**config.mk**
```make
export PLATFORM = sky130hd
export DESIGN_NAME = ara_isqrt
export DESIGN_NICKNAME = d
export VERILOG_FILES = /design/src/hw/rtl/azimuthal_radial_averager_macros.svh /design/src/hw/rtl/ara_pkg.sv /design/src/hw/rtl/ara_isqrt.sv
export SDC_FILE = /design/constraint.sdc
export NUM_CORES = 1
export LEC_CHECK = 0
export BUFFER_PORTS_ARGS = -buffer_cell sky130_fd_sc_hd__clkbuf_2
export CAP_MARGIN = 20
export CORE_MARGIN = 3
export CORE_UTILIZATION = 40
export DETAILED_ROUTE_END_ITERATION = 10
export GPL_TIMING_DRIVEN = 0
export PLACE_DENSITY = 0.67
export SYNTH_ARGS = -nofsm -noshare
export SYNTH_HDL_FRONTEND = slang
export SYNTH_SLANG_ARGS = --single-unit
```
**constraint.sdc**
```tcl
create_clock -name i_clk -period 11.1 [get_ports i_clk]
set_clock_uncertainty 0.2 [all_clocks]
set_input_delay 2.775 -clock i_clk [delete_from_list [all_inputs] [get_ports i_clk]]
set_output_delay 2.775 -clock i_clk [all_outputs]
set_load 0.005 [all_outputs]
```
**src/hw/rtl/azimuthal_radial_averager_macros.svh**
```systemverilog
// Assertion macros shared by the averager RTL.
`ifndef AZIMUTHAL_RADIAL_AVERAGER_MACROS_SVH
`define AZIMUTHAL_RADIAL_AVERAGER_MACROS_SVH

// Condition and consequence in the same cycle.
`define ARA_ASSERT_NOW(label, clk, rst_n, ante, cons) \
    label: assert property (@(posedge clk) disable iff (!rst_n) (ante) |-> (cons)) \
        else $error("averager check failed");

// Consequence in the cycle after the condition.
`define ARA_ASSERT_NEXT(label, clk, rst_n, ante, cons) \
    label: assert property (@(posedge clk) disable iff (!rst_n) (ante) |=> (cons)) \
        else $error("averager check failed");

`endif

```
**src/hw/rtl/ara_pkg.sv**
```systemverilog
// Types and constants of the azimuthal radial averager.
`default_nettype none
package ara_pkg;

    localparam int SUM_W   = 48;
    localparam int RAD_W   = 20;
    localparam int NCNT_W  = 5;
    localparam int SCALE_W = 16;
    localparam int PIX_W   = 32;
    localparam int CNT_W   = 6;
    localparam int TWO_PI_W = 19;

    localparam logic [TWO_PI_W-1:0] TWO_PI_Q16 = 19'd411775;
    localparam logic [SUM_W-1:0]    SUM_MAX    = {SUM_W{1'b1}};

    localparam logic [RAD_W-1:0]   INNER_RST = 20'd45875;
    localparam logic [RAD_W-1:0]   OUTER_RST = 20'd255590;
    localparam logic [NCNT_W-1:0]  COUNT_RST = 5'd15;
    localparam logic [SCALE_W-1:0] SCALE_RST = 16'd6554;

    typedef enum logic [1:0] {
        ACT_LOAD  = 2'd0,
        ACT_READ  = 2'd1,
        ACT_CLEAR = 2'd2,
        ACT_NONE  = 2'd3
    } t_action;

    typedef enum logic [1:0] {
        REG_INNER = 2'd0,
        REG_OUTER = 2'd1,
        REG_COUNT = 2'd2,
        REG_SCALE = 2'd3
    } t_reg_index;

    typedef enum logic [14:0] {
        S_IDLE  = 15'b000000000000001,
        S_D2    = 15'b000000000000010,
        S_M1    = 15'b000000000000100,
        S_M2    = 15'b000000000001000,
        S_SQS   = 15'b000000000010000,
        S_SQRT  = 15'b000000000100000,
        S_RANGE = 15'b000000001000000,
        S_BIN   = 15'b000000010000000,
        S_RDMEM = 15'b000000100000000,
        S_UPD   = 15'b000001000000000,
        S_RM1   = 15'b000010000000000,
        S_RM2   = 15'b000100000000000,
        S_RCHK  = 15'b001000000000000,
        S_DIV   = 15'b010000000000000,
        S_OUT   = 15'b100000000000000
    } t_state;

endpackage
`default_nettype wire

```
**src/hw/rtl/ara_isqrt.sv**
```systemverilog
// Bit-serial integer square root, one result bit per cycle.
`default_nettype none
module ara_isqrt
    import ara_pkg::*;
#(
    parameter int W = 48
) (
    input  wire logic                 i_clk,
    input  wire logic                 i_rst_n,
    input  wire logic                 i_start,
    input  wire logic [W-1:0]         i_radicand,
    output logic                      o_done,
    output logic [(W+1)/2-1:0]        o_root
);
    localparam int STEPS = (W + 1) / 2;

    logic [W-1:0] r_x;
    logic [W-1:0] r_res;
    logic [W-1:0] r_bit;
    logic         r_busy;
    logic         r_done;
    logic [W:0]   trial;

    assign trial = {1'b0, r_res} + {1'b0, r_bit};

    always_ff @(posedge i_clk) begin
        if (!i_rst_n) begin
            r_busy <= 1'b0;
            r_done <= 1'b0;
        end else begin
            r_done <= 1'b0;
            if (i_start) begin
                r_busy <= 1'b1;
            end else if (r_busy && r_bit[0]) begin
                r_busy <= 1'b0;
                r_done <= 1'b1;
            end
        end
    end

    always_ff @(posedge i_clk) begin
        if (i_start) begin
            r_x   <= i_radicand;
            r_res <= '0;
            r_bit <= W'(1) << (2 * (STEPS - 1));
        end else if (r_busy) begin
            if ({1'b0, r_x} >= trial) begin
                r_x   <= W'({1'b0, r_x} - trial);
                r_res <= (r_res >> 1) + r_bit;
            end else begin
                r_res <= r_res >> 1;
            end
            r_bit <= r_bit >> 2;
        end
    end

    assign o_done = r_done;
    assign o_root = r_res[STEPS-1:0];

endmodule
`default_nettype wire

```
# == Yosys cells after proc, flatten, opt, wreduce, memory -nomap -nowiden ==
# Cells that the tools add are included.
# Widths: inputs -> output; s select.
# word_totals
ff_bits,122
output_inout_bits,25
# classes
n_addsub,3
order_cmp,1
mux,7
bitwise_logic,1
reduce_logical,6
# op_table
cell,n
$mux 48,4
$add 48x47->49,1
$ge 48x49->1,1
$add 47x47->48,1
$sub 48x48->48,1
$reduce_bool 2->1,3
$mux 1,3
$reduce_and 2->1,1
$reduce_or 2->1,1
$logic_and 1x1->1,1
$not 1->1,1

# == Logic depth before layout (Yosys ltp) ==
# logic_depth
ltp_word,5
mapped_depth,23

# == Least setup slack after synthesis ==
# No wires, ideal clock.
# synth_path
path_kind,register to register
startpoint,reg r_res[2]
endpoint,"reg r_x[0], enable pin"
t_arrival_ns,7.931
required_ns,10.380
setup_slack_ns,2.449
path_stages_with_launch,22
n_path_buf,3
period_less_slack_ns,8.651
path_cell_list,dfxtp_1 ha_1 a31o_2 a31oi_1 o21bai_1 a221oi_1 o211ai_1 a21oi_1 o31ai_1 a31oi_1 xor2_1 ha_1 clkbuf_1 nand2_1 or3_1 nor4_1 a31oi_1 nand3_1 o21ai_4 buf_4 buf_2 o21ai_0
# synth_between
elab_chain_cells,4
# synth_rtl
item,line,rtl
start: declaration,ara_isqrt.sv:18,logic [W-1:0] r_res;
start signal: assignment,ara_isqrt.sv:49,r_res <= (r_res >> 1) + r_bit;
start signal: assignment,ara_isqrt.sv:51,r_res <= r_res >> 1;
$add 48x47->49,ara_isqrt.sv:24,"assign trial = {1'b0, r_res} + {1'b0, r_bit};"
$ge 48x49->1,ara_isqrt.sv:47,"if ({1'b0, r_x} >= trial) begin"
$reduce_bool 2->1 (no line),--,
$reduce_and 2->1 (no line),--,
end signal: assignment,ara_isqrt.sv:43,r_x <= i_radicand;
end signal: assignment,ara_isqrt.sv:48,"r_x <= W'({1'b0, r_x} - trial);"
end: declaration,ara_isqrt.sv:17,logic [W-1:0] r_x;
# No other way between the ends.
# A chain may end at the register's enable or synchronous reset.

# == Final worst setup path ==
# layout_path
startpoint,reg r_res[2]
endpoint,"reg r_x[46], enable pin"
# Same word-level chain as after synthesis.

==> impl_metrics.json <==
{
  "placed_cells_incl_taps": 1853,
  "synth_net_count": 1556,
  "most_common_cell_after_layout_fill_and_taps_aside": "sky130_fd_sc_hd__nand2_1",
  "worst_r2r_startpoint": "r_res[2]",
  "fin_setup_tns_ps": 0,
  "p_leak_nw": 4.96,
  "grt_max_degree": 26,
  "cts_hold_buffers": 0,
  "worst_setup_path_endpoint": "r_x[46]",
  "clock_sink_count": 122,
  "finish.net_count": 1650,
  "number_of_placed_i_o_pins": 76,
  "rsz0062_at_grt": "false",
  "fp.dieH_um": 174,
  "hold_viol": 0,
  "clk-insertion-delay-late_ps": 440,
  "cp_cell_sequence": "ha_1 > a31o_2 > a31oi_1 > o21bai_1 > a221oi_1 > o211ai_1 > a21oi_1 > o31ai_1 > a31oi_1 > xor2_1 > ha_1 > clkbuf_1 > nand2_1 > or3_1 > nor4_1 > a31oi_1 > nand3_1 > o21ai_4 > buf_4 > buf_2 > o21ai_4 > buf_12",
  "post_cts_resize_count": 0,
  "fmax_ghz": 0.127,
  "post_drt_via_cell_ratio": 5.99,
  "worst_slack_ps": 3220,
  "setup_viol": 0,
  "cts_buffers": 17,
  "worst-slew-pin-transition_ps": 1150,
  "pre_cts_slack_ps": 3340,
  "worstSetupPathDepth": 22,
  "seq_area_frac_synth": 0.258,
  "design.die.area_um2": 30300,
  "total_of_flip_flops_plus_latches_after_synthesis": 122,
  "timing.reg2reg.setup_slack_ps": 3220,
  "firstDrtPassIters": 5,
  "gp_routability_congestion": 0.956,
  "layout.cells.most_common_list": "147 x sky130_fd_sc_hd__nand2_1, 146 x sky130_fd_sc_hd__nor2_1, 107 x sky130_fd_sc_hd__a21oi_1, 98 x sky130_fd_sc_hd__ha_1, 93 x sky130_fd_sc_hd__o21ai_0",
  "first_global_vias": 10612,
  "fillerInstances": 2707,
  "fin_crit_sh": 0.710,
  "cts.path.max_buffers": 2,
  "timing.critical_path.slowest_cell_delay_ps": 820,
  "clock_tree.root_cell": "sky130_fd_sc_hd__clkbuf_16",
  "synthFlopType": "sky130_fd_sc_hd__dfxtp_1",
  "synth_cells": 1406,
  "detail_route.iter0.violations": 1069,
  "critical_path_at_ps": 7820,
  "io_buffers": 74,
  "cpLargestDelayFamily": "compound AO/OA/AOI/OAI gates",
  "status": "complete, no violations",
  "r2r-end": "r_x[46]",
  "yosysWarnings": 0,
  "final_instance_count_excl_fillers": 1885,
  "timing.critical_path.slowest_stage_cell": "sky130_fd_sc_hd__nor4_1",
  "r2r.worst_path.cells": 22,
  "powerDensity_nw_per_um2": 213,
  "end_kind": "flop",
  "cts-htree-levels": 4,
  "antenna_violations_before_repair": 0,
  "synth-edff-count": 48,
  "critPathRequiredTime_ps": 11030,
  "timing.hold.worst.class": "flop to flop",
  "tritoncts_clock_tree": "done",
  "placement_rows": 60,
  "drive_above_1_share": 0.127,
  "floorplan.die.width_um": 174,
  "wl_per_cell_um": 19.5,
  "cap_viol_max_count": 0,
  "drv_slew": 0,
  "syn_area_per_cell_um2": 8.04,
  "worst-setup-path-type": "flop to flop",
  "insertedDiodeCount": 0,
  "cts.repair_timing.setup_buffer_count": 0,
  "finalCoreUtilization": 0.466,
  "number_of_distinct_library_cell_variants_in_the_gate_level_netlist_after_synthesis": 79,
  "crit_fanout": 25,
  "synthesis.area_um2": 11300,
  "floorplan.initialDensity": 0.413,
  "syn2layout_area_growth_pct": 12.9,
  "maximum_vdd_ir_drop_uv": 105,
  "post-route-drc-count": 0,
  "gr-total-overflow": 0,
  "timing.critical_path.mode_cell": "sky130_fd_sc_hd__a31oi_1",
  "detailroute.via_count": 11299,
  "grtUsageTotal": 0.237,
  "overall_routed_net_length_mm": 36.8,
  "startpoint_type": "flop",
  "area_of_the_core_um2": 27400,
  "timing.max_slew.rel_slack": 0.236,
  "drt.antenna.violating_nets": 0,
  "clkTransAtPathRegs_ps": 60,
  "postSynth.asyncResetShare": 0,
  "critPathLaunch": "r_res[2]",
  "grt_pass1_wl_mm": 57.1,
  "worst-path-buf-inv": 4,
  "dp_hpwl_mm": 28.0,
  "finalCriticalPeriod_ps": 7880
}
==> routing by layer <==
| metal | global-route usage | vias to the layer above | wire (um) |
|---|---|---|---|
| met5 | 0 | - | 0 |
| met3 | 0.0374 | 77 | 2650 |
| met1 | 0.314 | 5347 | 16100 |
| li1 | - | 5415 | - |
| met4 | 0.0757 | 0 | 911 |
| met2 | 0.395 | 460 | 17200 |
==> worst register-to-register path, cell delays in order (launching register included) <==
cell and delay [ps]:
sky130_fd_sc_hd__dfxtp_1 440, sky130_fd_sc_hd__ha_1 310, sky130_fd_sc_hd__a31o_2 260, sky130_fd_sc_hd__a31oi_1 250, sky130_fd_sc_hd__o21bai_1 210, sky130_fd_sc_hd__a221oi_1 720, sky130_fd_sc_hd__o211ai_1 240, sky130_fd_sc_hd__a21oi_1 260
sky130_fd_sc_hd__o31ai_1 150, sky130_fd_sc_hd__a31oi_1 210, sky130_fd_sc_hd__xor2_1 100, sky130_fd_sc_hd__ha_1 280, sky130_fd_sc_hd__clkbuf_1 320, sky130_fd_sc_hd__nand2_1 160, sky130_fd_sc_hd__or3_1 500, sky130_fd_sc_hd__nor4_1 830
sky130_fd_sc_hd__a31oi_1 180, sky130_fd_sc_hd__nand3_1 280, sky130_fd_sc_hd__o21ai_4 170, sky130_fd_sc_hd__buf_4 250, sky130_fd_sc_hd__buf_2 240, sky130_fd_sc_hd__o21ai_4 720, sky130_fd_sc_hd__buf_12 290
==> layout make-up <==
type | count | area, um^2 | share of cell area
clock inverter | 14 | 159 | 0.0124
buffer | 90 | 468 | 0.0367
sequential | 122 | 2920 | 0.229
tap | 372 | 465 | 0.0365
clock buffer | 18 | 429 | 0.0336
timing repair buffer | 75 | 390 | 0.0306
inverter | 44 | 165 | 0.0129
multi-input combinational | 1150 | 7760 | 0.608
==> where the power goes <==
part / internal (W) / switching, W
Clock: 0.000336 / 0.000242
Sequential: 0.000589 / 0.0000754
Combinational: 0.000562 / 0.000917
Total: 0.00149 / 0.00124
==> logic make-up (layout without fill, tap and decap cells) <==
family,after synthesis,after routing,synth area share
fa+ha+maj,99,99,0.110
xor+xnor,89,89,0.0689
compound gates,469,469,0.282
buf+inv,134,241,0.0560
simple gates,444,444,0.179
flops,122,122,0.258
mux,49,49,0.0447
==> sequential cells by signal (all words and copies together), names as in the netlist <==
| register | flops |
|---|---|
| r_res | 48 |
| r_busy | 1 |
| o_done | 1 |
| r_x | 48 |
| r_bit | 24 |
==> synthesized netlist by cell type, types with 27 or more instances <==
| cell type | number | area share |
|---|---|---|
| sky130_fd_sc_hd__nor2_1 | 146 | 0.048 |
| sky130_fd_sc_hd__nand2_1 | 147 | 0.049 |
| sky130_fd_sc_hd__edfxtp_1 | 48 | 0.13 |
| sky130_fd_sc_hd__a21o_1 | 28 | 0.019 |
| sky130_fd_sc_hd__clkbuf_1 | 55 | 0.018 |
| sky130_fd_sc_hd__mux2i_1 | 37 | 0.033 |
| sky130_fd_sc_hd__a21oi_1 | 107 | 0.047 |
| sky130_fd_sc_hd__dfxtp_1 | 74 | 0.13 |
| sky130_fd_sc_hd__nand3_1 | 27 | 0.012 |
| sky130_fd_sc_hd__xnor2_1 | 43 | 0.033 |
| sky130_fd_sc_hd__a31oi_1 | 46 | 0.025 |
| sky130_fd_sc_hd__o21ai_0 | 94 | 0.042 |
| sky130_fd_sc_hd__inv_1 | 44 | 0.015 |
| sky130_fd_sc_hd__ha_1 | 98 | 0.11 |
| sky130_fd_sc_hd__xor2_1 | 46 | 0.036 |
==> stage by stage <==
step,hold WS (ps),total power (W),area [um^2]
after floorplan,251,0.00173,11300
after global placement,282,0.00210,12100
after detailed placement,283,0.00212,12200
after CTS,293,0.00270,12800
after global routing,346,0.00291,12800
final,300,0.00272,12800
==> worst min path at each step <==
stage,from,endpoint,slack [ps],cells after the start
floorplan,r_bit[0],o_done,250,2
global placement,r_bit[0],o_done,280,2
detailed placement,r_bit[0],o_done,280,2
CTS,r_bit[0],o_done,290,2
global route,r_bit[0],o_done,350,2
finish,r_bit[0],o_done,300,2
Power figures use the tool's default switching activity.
